`src/rtl/egd_pkg.sv`:
```
// egd_pkg: shared types and constants for the elias gamma/delta codec
// no dependencies; used by rtl/elias_gamma_delta_codec.sv
`timescale 1ns / 1ps

package egd_pkg;

	localparam int CHUNK_W     = 64;
	localparam int CNT_W       = 7;
	localparam int MAX_CHUNKS  = 3;
	localparam int DVAL_W      = 64;
	localparam int IN_TDATA_W  = 72;
	localparam int OUT_TDATA_W = 136;

	localparam logic DIR_ENCODE = 1'b0;
	localparam logic DIR_DECODE = 1'b1;
	localparam logic KIND_GAMMA = 1'b0;
	localparam logic KIND_DELTA = 1'b1;

	localparam logic REG_DIRECTION = 1'b0;
	localparam logic REG_CODE_KIND = 1'b1;

	typedef struct packed {
		logic [CHUNK_W-1:0] bits;
		logic [CNT_W-1:0]   cnt;
	} chunk_t;

endpackage

```
`src/rtl/elias_gamma_delta_codec.sv`:
```
// elias_gamma_delta_codec: gamma-like / delta integer encoder and bit-serial decoder
// path: an accepted item passes the input register, the second stage and the result buffer in order
// throughput: one item per cycle while the output port accepts; an encode item of two or three chunks holds the
// output port for that many transfers, set by the three-entry chunk buffer
// reset: arst_n clears all control state asynchronously, no clearing pass
// depends on rtl/egd_pkg.sv
`timescale 1ns / 1ps

module elias_gamma_delta_codec #(
	parameter int VALUE_WIDTH = 64
) (
	input  logic                               clk,
	input  logic                               arst_n,
	// apb configuration
	input  logic                               psel,
	input  logic                               penable,
	input  logic                               pwrite,
	input  logic [2:0]                         paddr,
	input  logic [31:0]                        pwdata,
	output logic [31:0]                        prdata,
	output logic                               pready,
	// input stream
	input  logic                               s_tvalid,
	output logic                               s_tready,
	input  logic [egd_pkg::IN_TDATA_W-1:0]     s_tdata,  // value[63:0], in_bit[64], zero pad
	// result stream
	output logic                               m_tvalid,
	input  logic                               m_tready,
	output logic [egd_pkg::OUT_TDATA_W-1:0]    m_tdata,  // code_bits[63:0], bit_count[70:64],
	                                                     // decoded_value[134:71], error[135]
	output logic                               m_tlast
);

	localparam int W   = VALUE_WIDTH;
	localparam int ZW  = $clog2(W + 1);
	localparam int LLW = $clog2(W + 2);
	localparam int PW  = 2 * LLW + 1;
	localparam int TW  = 2 * W + 1;
	localparam int NW  = $clog2(TW + 1);
	localparam int EW  = egd_pkg::MAX_CHUNKS * egd_pkg::CHUNK_W;
	localparam int CW  = egd_pkg::CHUNK_W;
	localparam int KW  = egd_pkg::CNT_W;

	localparam logic [1:0] PH_ONES = 2'd0;
	localparam logic [1:0] PH_LEN  = 2'd1;
	localparam logic [1:0] PH_VAL  = 2'd2;

	// configuration
	logic dir_q;
	logic kind_q;
	logic cfg_wr;

	assign pready = 1'b1;
	assign cfg_wr = psel && penable && pwrite && pready;
	assign prdata = {31'b0, (paddr[2] == egd_pkg::REG_CODE_KIND) ? kind_q : dir_q};

	always_ff @(posedge clk or negedge arst_n) begin
		if (!arst_n) begin
			dir_q  <= egd_pkg::DIR_ENCODE;
			kind_q <= egd_pkg::KIND_DELTA;
		end else if (cfg_wr) begin
			if (paddr[2] == egd_pkg::REG_DIRECTION) begin
				dir_q <= pwdata[0];
			end else begin
				kind_q <= pwdata[0];
			end
		end
	end

	// flow control
	logic valid_s1, valid_s2, buf_valid_q;
	logic s1_go, s2_go, s2_ready, s2_has_res, buf_free, ld_buf, m_fire;

	assign m_fire     = m_tvalid && m_tready;
	assign buf_free   = !buf_valid_q || (m_fire && m_tlast);
	assign ld_buf     = valid_s2 && s2_has_res && buf_free;
	assign s2_go      = valid_s2 && (!s2_has_res || buf_free);
	assign s2_ready   = !valid_s2 || s2_go;
	assign s1_go      = valid_s1 && s2_ready;
	assign s_tready   = !valid_s1 || s1_go;

	// input register
	logic [egd_pkg::DVAL_W-1:0] value_s1;
	logic                       bit_s1;

	always_ff @(posedge clk or negedge arst_n) begin
		if (!arst_n) begin
			valid_s1 <= 1'b0;
		end else if (s_tready) begin
			valid_s1 <= s_tvalid;
		end
	end

	always_ff @(posedge clk) begin
		if (s_tready && s_tvalid) begin
			value_s1 <= s_tdata[egd_pkg::DVAL_W-1:0];
			bit_s1   <= s_tdata[egd_pkg::DVAL_W];
		end
	end

	// encoder: bit length, code word and its length
	logic [W-1:0]   v;
	logic [ZW-1:0]  z;
	logic [LLW-1:0] len_l, zl;
	logic [W-1:0]   ones_z;
	logic [LLW-1:0] ones_l;
	logic [PW-1:0]  pref;
	logic [TW-1:0]  t_d;
	logic [NW-1:0]  n_d;

	always_comb begin
		v = value_s1[W-1:0];
		z = ZW'(1);
		for (int i = 0; i < W; i++) begin
			if (v[i]) begin
				z = ZW'(i + 1);
			end
		end
		len_l = LLW'({1'b0, z}) + LLW'(1);
		zl = LLW'(1);
		for (int i = 0; i < LLW; i++) begin
			if (len_l[i]) begin
				zl = LLW'(i + 1);
			end
		end
		ones_z = {W{1'b1}} >> ((ZW + 1)'(W) - {1'b0, z});
		ones_l = {LLW{1'b1}} >> ((LLW + 1)'(LLW) - {1'b0, zl});
		pref   = (PW'(ones_l) << ({1'b0, zl} + (LLW + 1)'(1))) | PW'(len_l);
		if (kind_q == egd_pkg::KIND_DELTA) begin
			t_d = (TW'(pref) << z) | TW'(v);
			n_d = NW'({zl, 1'b1}) + NW'(z);
		end else begin
			t_d = (TW'(ones_z) << ({1'b0, z} + (ZW + 1)'(1))) | TW'(v);
			n_d = NW'({z, 1'b1});
		end
	end

	// decoder state
	logic [1:0]     phase_q, d_phase;
	logic [ZW-1:0]  ones_q, d_ones;
	logic [ZW-1:0]  left_q, d_left;
	logic [LLW-1:0] lenf_q, d_lenf;
	logic [W-1:0]   acc_q, d_acc;
	logic           d_res, d_err, d_clear, st;
	logic [ZW-1:0]  st_len, left_m1;
	logic [LLW-1:0] lf_n;
	logic [W-1:0]   acc_n, d_val;
	logic [ZW:0]    limit;

	always_comb begin
		d_phase = phase_q;
		d_ones  = ones_q;
		d_left  = left_q;
		d_lenf  = lenf_q;
		d_acc   = acc_q;
		d_res   = 1'b0;
		d_err   = 1'b0;
		d_val   = '0;
		d_clear = 1'b0;
		st      = 1'b0;
		st_len  = '0;
		left_m1 = left_q - ZW'(1);
		lf_n    = {lenf_q[LLW-2:0], bit_s1};
		acc_n   = {acc_q[W-2:0], bit_s1};
		limit   = (kind_q == egd_pkg::KIND_DELTA) ? (ZW + 1)'(LLW) : (ZW + 1)'(W);
		unique case (phase_q)
			PH_ONES: begin
				if (bit_s1) begin
					if ({1'b0, ones_q} + (ZW + 1)'(1) > limit) begin
						d_res   = 1'b1;
						d_err   = 1'b1;
						d_clear = 1'b1;
					end else begin
						d_ones = ones_q + ZW'(1);
					end
				end else if (kind_q == egd_pkg::KIND_GAMMA) begin
					st     = 1'b1;
					st_len = ones_q;
				end else if (ones_q == '0) begin
					d_res   = 1'b1;
					d_err   = 1'b1;
					d_clear = 1'b1;
				end else begin
					d_phase = PH_LEN;
					d_left  = ones_q;
					d_lenf  = '0;
				end
			end
			PH_LEN: begin
				if (left_m1 != '0) begin
					d_lenf = lf_n;
					d_left = left_m1;
				end else if (lf_n == '0 || (LLW + 1)'(lf_n) > (LLW + 1)'(W + 1)) begin
					d_res   = 1'b1;
					d_err   = 1'b1;
					d_clear = 1'b1;
				end else begin
					st     = 1'b1;
					st_len = ZW'(lf_n - LLW'(1));
				end
			end
			PH_VAL: begin
				if (left_m1 != '0) begin
					d_acc  = acc_n;
					d_left = left_m1;
				end else begin
					d_res   = 1'b1;
					d_val   = acc_n;
					d_clear = 1'b1;
				end
			end
			default: begin
				d_clear = 1'b1;
			end
		endcase
		if (st) begin
			if (st_len == '0) begin
				d_res   = 1'b1;
				d_clear = 1'b1;
			end else begin
				d_phase = PH_VAL;
				d_left  = st_len;
				d_acc   = '0;
			end
		end
		if (d_clear) begin
			d_phase = PH_ONES;
			d_ones  = '0;
			d_left  = '0;
			d_lenf  = '0;
			d_acc   = '0;
		end
	end

	always_ff @(posedge clk or negedge arst_n) begin
		if (!arst_n) begin
			phase_q <= PH_ONES;
			ones_q  <= '0;
			left_q  <= '0;
			lenf_q  <= '0;
			acc_q   <= '0;
		end else if (cfg_wr) begin
			phase_q <= PH_ONES;
			ones_q  <= '0;
			left_q  <= '0;
			lenf_q  <= '0;
			acc_q   <= '0;
		end else if (s1_go && dir_q == egd_pkg::DIR_DECODE) begin
			phase_q <= d_phase;
			ones_q  <= d_ones;
			left_q  <= d_left;
			lenf_q  <= d_lenf;
			acc_q   <= d_acc;
		end
	end

	// second stage: code word or decode result
	logic          enc_s2, dres_s2, derr_s2;
	logic [TW-1:0] t_s2;
	logic [NW-1:0] n_s2;
	logic [W-1:0]  dval_s2;

	assign s2_has_res = enc_s2 || dres_s2;

	always_ff @(posedge clk or negedge arst_n) begin
		if (!arst_n) begin
			valid_s2 <= 1'b0;
		end else if (s2_ready) begin
			valid_s2 <= valid_s1;
		end
	end

	always_ff @(posedge clk) begin
		if (s1_go) begin
			enc_s2  <= (dir_q == egd_pkg::DIR_ENCODE);
			dres_s2 <= d_res;
			derr_s2 <= d_err;
			dval_s2 <= d_val;
			t_s2    <= t_d;
			n_s2    <= n_d;
		end
	end

	// chunk split
	function automatic logic [CW-1:0] low_mask(input logic [KW-1:0] k);
		return {CW{1'b1}} >> (KW'(CW) - k);
	endfunction

	logic [EW-1:0]     te, fa, fb;
	logic [7:0]        nx, sha, shb;
	logic [KW-1:0]     ka, kb;
	egd_pkg::chunk_t   c_d [egd_pkg::MAX_CHUNKS];
	logic [1:0]        nch_d;

	always_comb begin
		te  = EW'(t_s2);
		nx  = 8'(n_s2);
		sha = nx - 8'd64;
		shb = nx - 8'd128;
		ka  = KW'(sha);
		kb  = KW'(shb);
		fa  = te >> sha;
		fb  = te >> shb;
		for (int i = 0; i < egd_pkg::MAX_CHUNKS; i++) begin
			c_d[i] = '0;
		end
		nch_d = 2'd1;
		if (enc_s2) begin
			if (nx <= 8'(CW)) begin
				c_d[0] = '{bits: te[CW-1:0], cnt: KW'(nx)};
			end else if (nx <= 8'(2 * CW)) begin
				c_d[0] = '{bits: fa[CW-1:0], cnt: KW'(CW)};
				c_d[1] = '{bits: te[CW-1:0] & low_mask(ka), cnt: ka};
				nch_d  = 2'd2;
			end else begin
				c_d[0] = '{bits: fa[CW-1:0], cnt: KW'(CW)};
				c_d[1] = '{bits: fb[CW-1:0], cnt: KW'(CW)};
				c_d[2] = '{bits: te[CW-1:0] & low_mask(kb), cnt: kb};
				nch_d  = 2'd3;
			end
		end
	end

	// result buffer
	egd_pkg::chunk_t            bch_q [egd_pkg::MAX_CHUNKS];
	logic [1:0]                 nch_q, idx_q;
	logic [egd_pkg::DVAL_W-1:0] dval_q;
	logic                       derr_q;

	always_ff @(posedge clk or negedge arst_n) begin
		if (!arst_n) begin
			buf_valid_q <= 1'b0;
			nch_q       <= 2'd1;
			idx_q       <= 2'd0;
		end else if (ld_buf) begin
			buf_valid_q <= 1'b1;
			nch_q       <= nch_d;
			idx_q       <= 2'd0;
		end else if (m_fire) begin
			if (m_tlast) begin
				buf_valid_q <= 1'b0;
			end else begin
				idx_q <= idx_q + 2'd1;
			end
		end
	end

	always_ff @(posedge clk) begin
		if (ld_buf) begin
			bch_q  <= c_d;
			dval_q <= enc_s2 ? '0 : egd_pkg::DVAL_W'(dval_s2);
			derr_q <= enc_s2 ? 1'b0 : derr_s2;
		end
	end

	assign m_tvalid = buf_valid_q;
	assign m_tlast  = (idx_q == nch_q - 2'd1);
	assign m_tdata  = {derr_q, dval_q, bch_q[idx_q].cnt, bch_q[idx_q].bits};

`ifndef NO_ASSERTIONS
	a_idx_in_range: assert property (@(posedge clk) disable iff (!arst_n)
		buf_valid_q |-> (idx_q < nch_q))
		else $error("chunk index beyond chunk count");

	a_nch_nonzero: assert property (@(posedge clk) disable iff (!arst_n)
		buf_valid_q |-> (nch_q != 2'd0))
		else $error("result buffer holds no chunk");

	a_val_left: assert property (@(posedge clk) disable iff (!arst_n)
		(phase_q == PH_VAL) |-> (left_q != '0))
		else $error("value phase with no bits left");

	a_last_empties: assert property (@(posedge clk) disable iff (!arst_n)
		(m_fire && m_tlast && !ld_buf) |=> !buf_valid_q)
		else $error("buffer still valid after final transfer");

	a_next_chunk: assert property (@(posedge clk) disable iff (!arst_n)
		(m_fire && !m_tlast) |=> (buf_valid_q && idx_q == $past(idx_q) + 2'd1))
		else $error("chunk index did not advance");
`endif

endmodule

```
`config.mk`:
```
export PLATFORM = sky130hd
export DESIGN_NAME = elias_gamma_delta_codec
export DESIGN_NICKNAME = d
export VERILOG_FILES = /design/src/rtl/egd_pkg.sv /design/src/rtl/elias_gamma_delta_codec.sv
export SDC_FILE = /design/constraint.sdc
export NUM_CORES = 2
export LEC_CHECK = 0
export BUFFER_PORTS_ARGS = -buffer_cell sky130_fd_sc_hd__buf_2
export CAP_MARGIN = 20
export CORE_ASPECT_RATIO = 1.2
export CORE_MARGIN = 2
export CORE_UTILIZATION = 50
export DETAILED_ROUTE_END_ITERATION = 10
export PLACE_DENSITY = 0.65
export SYNTH_ARGS = -nofsm -noshare
export SYNTH_HDL_FRONTEND = slang
export SYNTH_SLANG_ARGS = --single-unit
```
`constraint.sdc`:
```
create_clock -name clk -period 21.7 [get_ports clk]
set_input_delay 1.085 -clock clk [delete_from_list [all_inputs] [get_ports clk]]
set_output_delay 1.085 -clock clk [all_outputs]
set_load 0.03 [all_outputs]
```
**Word-level counts from Yosys, hierarchy flattened**

Index checks and enable logic that the tools add are counted.

- Bits of input ports: 114
- Output and inout port bits: 172
- Logic and storage cells: 273
- Register bits: 642

- Add/subtract/negate cells: 16
- Bitwise operators: 11
- Muxes and demuxes: 151
- Equality and inequality tests: 9
- $lt $le $gt $ge: 5
- Shift operators: 9
- Reductions and logical operators: 42

Operator list:

| cell | number |
|---|---|
| 7-bit 2-to-1 mux | 86 |
| 64-bit 2-to-1 mux | 7 |
| 71-bit 2-to-1 mux | 4 |
| 129-bit by 64-bit bitwise OR with 129-bit output | 2 |
| 129-bit by 8-bit right shift with 64-bit output | 2 |
| 71-bit binary-select mux with 2-bit select | 1 |
| 129-bit 2-to-1 mux | 1 |
| 15-bit by 7-bit << shifter with 129-bit output | 1 |
| 64-bit by 8-bit << shifter with 129-bit output | 1 |
| 64-bit bitwise AND | 2 |
| 64-bit by 7-bit right shift with 64-bit output (first input constant) | 2 |
| 64-bit by 8-bit right shift with 64-bit output (first input constant) | 1 |
| 6-bit 2-to-1 mux | 7 |
| 2-bit 2-to-1 mux | 17 |
| 7-bit case mux with 2 select lines | 2 |
| 7-bit by 1-bit adder with 8-bit output (second input constant) | 3 |
| 7-bit zero test | 3 |
| 1-bit 2-to-1 mux | 20 |
| 4-bit != test (second input constant) | 4 |
| 15-bit by 7-bit bitwise OR with 15-bit output | 1 |
| 7-bit by 8-bit << shifter with 15-bit output | 1 |
| 7-bit by 1-bit adder with 7-bit output (second input constant) | 2 |
| 7-bit by 1-bit subtractor with 7-bit output (second input constant) | 2 |
| 7-bit subtractor (first input constant) | 2 |
| 37 further kinds | 69 |

**Logic depth before layout (Yosys ltp)**

- Word-level depth: 77
- Depth in mapped cells: 28
- Gate-level depth less buffers: 24

**Worst setup path before layout**

No wires, ideal clock.

- Path type: reg-to-reg
- From: register idx_q[1]
- To: register nch_q[1]
- Library setup time: 136 ps
- Clock period less this slack: 16,818 ps
- Required time: 21,564 ps
- Data arrival time: 16,682 ps
- Cell stages (with the launch flop): 7
- Path slack: 4,882 ps
- Path buffers: 0
- Path through: dfrtp_1 > xor2_1 > nand2_1 > o22ai_1 > nand2_1 > a21oi_1 > mux2_2

- Cells in the longest elaborated chain, start to end: 4

RTL lines:

| element | line | RTL |
|---|---|---|
| from (decl) | elias_gamma_delta_codec.sv:326 | `logic [1:0] nch_q, idx_q;` |
| from (signal assigned) | elias_gamma_delta_codec.sv:343 | `idx_q <= idx_q + 2'd1;` |
| 2-bit == test | elias_gamma_delta_codec.sv:357 | `assign m_tlast = (idx_q == nch_q - 2'd1);` |
| net m_tlast | elias_gamma_delta_codec.sv:31 | `output logic m_tlast` |
| 1-bit logical AND | elias_gamma_delta_codec.sv:75 | `assign buf_free = !buf_valid_q \|\| (m_fire && m_tlast);` |
| 1-bit logical OR | elias_gamma_delta_codec.sv:75 |  |
| 1-bit logical AND | elias_gamma_delta_codec.sv:76 | `assign ld_buf = valid_s2 && s2_has_res && buf_free;` |
| net ld_buf | elias_gamma_delta_codec.sv:72 | `logic s1_go, s2_go, s2_ready, s2_has_res, buf_free, ld_buf, m_fire;` |
| to (signal assigned) | elias_gamma_delta_codec.sv:337 | `nch_q <= nch_d;` |
| to (decl) | elias_gamma_delta_codec.sv:326 |  |

The timed path passes the listed nets, and every way through them passes these cells.
A chain may end at the register's enable or synchronous reset.

**Final worst setup path**

- From: register value_s1 (netlist bit v[19])
- To: register t_s2[32] (data pin)

- Cells in the longest elaborated chain, start to end: 59
- Elaborated cells on any way between the ends: 65
- Those cells by class: add/sub (5); shift (5); mux (52); bitwise (3)

RTL lines:

| element | line | RTL |
|---|---|---|
| from (decl) | elias_gamma_delta_codec.sv:83 | `logic [egd_pkg::DVAL_W-1:0] value_s1;` |
| from (signal assigned) | elias_gamma_delta_codec.sv:96 | `value_s1 <= s_tdata[egd_pkg::DVAL_W-1:0];` |
| 7-bit 2-to-1 mux (*) (45 in a row) | elias_gamma_delta_codec.sv:115 | `if (v[i]) begin` |
| 7-bit by 1-bit adder with 7-bit output | elias_gamma_delta_codec.sv:119 | `len_l = LLW'({1'b0, z}) + LLW'(1);` |
| 2-bit 2-to-1 mux | elias_gamma_delta_codec.sv:122 | `if (len_l[i]) begin` |
| 7-bit 2-to-1 mux (5 in a row) | elias_gamma_delta_codec.sv:122 |  |
| 3-bit by 7-bit subtractor with 8-bit output | elias_gamma_delta_codec.sv:127 | `ones_l = {LLW{1'b1}} >> ((LLW + 1)'(LLW) - {1'b0, zl});` |
| 7-bit by 8-bit right shift with 7-bit output | elias_gamma_delta_codec.sv:127 |  |
| 7-bit by 8-bit << shifter with 15-bit output | elias_gamma_delta_codec.sv:128 | `pref = (PW'(ones_l) << ({1'b0, zl} + (LLW + 1)'(1))) \| PW'(len_l);` |
| 15-bit by 7-bit bitwise OR with 15-bit output | elias_gamma_delta_codec.sv:128 |  |
| 15-bit by 7-bit << shifter with 129-bit output | elias_gamma_delta_codec.sv:130 | `t_d = (TW'(pref) << z) \| TW'(v);` |
| 129-bit by 64-bit bitwise OR with 129-bit output | elias_gamma_delta_codec.sv:130 |  |
| 129-bit 2-to-1 mux (*) | elias_gamma_delta_codec.sv:129 | `if (kind_q == egd_pkg::KIND_DELTA) begin` |
| net t_d[32] | elias_gamma_delta_codec.sv:108 | `logic [TW-1:0] t_d;` |
| to (signal assigned) | elias_gamma_delta_codec.sv:279 | `t_s2 <= t_d;` |
| to (decl) | elias_gamma_delta_codec.sv:259 | `logic [TW-1:0] t_s2;` |

Mark *: on every way through the listed nets, which the timed path passes. The rest lies on a longest branch.

==> qor.yml <==
slew_at_the_pin_closest_to_its_max_slew_limit_ns: 1.259
ys_seq_elements: 641
drcViolationCount: 0
post_drt_via_cell_ratio: 6.612
hold_ws_ns: 0.3271
critical_path.endpoint_type: "flip-flop"
slew_viol_final: 0
grt_pass1_vias: 34420
wire_per_inst_microns: 29.55
grt_start_max_net_pins: 127
layout-drive-gt1-share_pct: 15.20
die_h_microns: 320.0
synth_commonest_cells: "nand2_1 (686), edfxtp_1 (547), o21ai_0 (376)"
netlist-cell-type-count: 103
postCtsSetupRepairBufs: 0
worst_setup_path_start_kind: "flip-flop"
final.period_utilization_pct: 43.25
synth-seq-area-share_pct: 45.13
syn_inst: 4268
grt_first_pass_wirelength_mm: 236.2
antenna_left: 0
detail_route.wirelength_mm: 162.2
number_of_flops_mapped_to_enable_cells_by_yosys: 547
design.die.area_sq_um: 85570
num_vias: 36290
nets: 4471
final.fill_count: 7333
crit_path_start: "v[19]"
synthesis.area_sq_um: 41620
critical-path-slowest-cell: "o22ai_1"
yosysMostFrequentCell: "nand2_1"
grt_overflow: 0
synth_ff_type: "edfxtp_1"
design.portCount: 286
timing.critical_path.arrival_ns: 9.70
worst_skew_pair.late_latency_ns: 0.64
worst-path-max-fanout: 36
cpPeakStageDelay_ns: 0.93
async_reset_ff_share_pct: 14.66
clkSlewWorstSetupHoldPaths_ns: 0.06
drv.max_cap_violation_count: 0
place.gp.congestion: 1.081
timing.setup.tns_ns: 0
clock_tree.root_cell: "clkbuf_16"
fin_crit_ns: 9.386
cts-resized-gates: 0
std_cell_rows: 115
crit-reg2reg-launch: "v[19]"
clock-skew-final_ns: 0.03465
criticalPathCategory: "flip-flop to flip-flop"
placeableCoreArea_sq_um: 82160
crit_path_cell_trace: "or4_1 > a311oi_1 > o211ai_2 > nand3_1 > buf_4 > inv_2 > buf_4 > nand3_1 > xnor2_2 > buf_4 > nand3_2 > o21ai_0 > ha_1 > inv_1 > ha_1 > nand2_1 > nor2_1 > o31ai_1 > o211ai_1 > o22ai_1 > o21ai_1 > o22ai_1 > o2111ai_1"
timing.hold.worst.class: "input port to async pin"
drt_pass1_iterations: 8
required_ns: 22.02
clock_tree_from_tritoncts: "done"
cts-buffers-inserted: 67
floorplan.die.width_microns: 267.4
postSynthAreaPerCell_sq_um: 9.751
hpwl_mm: 118.9
grt.total_usage_pct: 37.90
max_freq_ghz: 0.1065
synthDominantCellAreaShare_pct: 39.47
port_buffers: 213
leading_post_synthesis_cells_by_cell_area: "edfxtp_1 (39%), mux4_2 (6.3%), nand2_1 (6.2%)"
initial_utilization_pct: 50.66
first_iter_violations: 4684
antenna_violations_before_repair: 2
postCtsHoldBufs: 0
cpMostUsedCell: "buf_4"
synth_top_area_cell: "edfxtp_1"
slew_headroom_pct: 16.06
h_tree_depth: 3
clockBufferDepth: 3
run_status: "finished, final reports clean"
clock_sinks: 641
finalSetupViolations: 0
synth.yosys.warnings: 0
final-hold-violation-count: 0
syn2layout_area_growth_pct: 10.13
grt_setup_unrepaired: "false"
==> critical path: cells and delay by family (launching register included) <==
family / cells / cell delay, ns
buf+inv: 5 / 1.19
fa+ha+maj: 2 / 0.74
simple gates: 6 / 1.84
xor+xnor: 1 / 0.13
flops: 1 / 0.50
compound gates: 9 / 4.63
==> final cells by class <==
cell class                 instances  area (sq um)  share of cell area [%]
clock buffer                      89          1821                   3.972
inverter                          55         210.2                  0.4586
sequential                       641         18790                   40.99
antenna                            2         5.005                 0.01092
clock inverter                    34         392.9                  0.8572
timing repair buffer             313          1877                   4.095
multi-input combinational       3243         21350                   46.59
tap                             1111          1390                   3.033
==> per-layer routing <==
metal / part of all wire, % / track usage, % / routed length [microns]
met5: 0 / 0 / 0
met4: 8.0 / 25.28 / 13040
met3: 8.2 / 6.660 / 13260
met2: 46 / 59.08 / 73800
met1: 38 / 48.39 / 62060
==> path summary, 6_finish.rpt <==
| check | endpoint | slack, ns | cells after the start |
|---|---|---|---|
| min reg2reg | acc_q[62] | 0.50 | 1 |
| min in group clk | acc_q[62] | 0.50 | 1 |
| min | acc_q[53] | 0.33 | 1 |
| max in group asynchronous | kind_q | 20.46 | 3 |
| max reg2reg | t_s2[32] | 12.31 | 23 |
| max | t_s2[32] | 12.31 | 23 |
==> metrics by stage <==
| stage | utilization [%] | area, sq um | setup slack, ns | instances |
|---|---|---|---|---|
| after CTS | 55.69 | 45760 | 12.79 | 5480 |
| final | 55.78 | 45830 | 12.31 | 5488 |
| after global placement | 52.97 | 43520 | 12.65 | 5355 |
| after global routing | 55.78 | 45830 | 12.12 | 5486 |
| after floorplan | - | 41730 | 4.882 | 4298 |
| after detailed placement | 53.00 | 43540 | 12.83 | 5357 |
==> flip-flops by register name (all words and copies together) (netlist names), 2 cells and up <==
register,flops
phase_q,2
left_q,7
idx_q,2
v,64
dval_s2,64
t_s2,129
ones_q,7
acc_q,63
bch_q,213
nch_q,2
lenf_q,6
n_s2,8
dval_q,64
==> cells in the final DEF (no fill, tap or decap), types with 67 or more instances in the layout <==
cell type | netlist | final
mux2i_1 | 244 | 244
buf_2 | 10 | 213
o21ai_0 | 376 | 376
o22ai_1 | 102 | 102
dfrtp_1 | 92 | 90
buf_4 | 33 | 94
mux4_2 | 116 | 116
nor3_1 | 70 | 69
nor2b_1 | 84 | 81
mux2_2 | 69 | 69
nand3_1 | 67 | 67
a22o_1 | 108 | 108
and3_1 | 96 | 96
a21oi_1 | 232 | 230
edfxtp_1 | 547 | 547
nor2_1 | 351 | 350
clkbuf_16 | 0 | 68
nand2_1 | 686 | 683
==> logic make-up after synthesis <==
kind of cell	share of synthesized area [%]
AO/OA/AOI/OAI	19.07
XOR/XNOR	0.4840
adder cells (fa/ha/maj)	1.148
buffers and inverters	4.080
flip-flops	45.13
multiplexers	14.01
other	0.01804
AND/OR/NAND/NOR	16.06
Power is left out: the tool's default activity adds up to more than one toggle a clock period on the data nets, which glitch-free logic cannot reach.
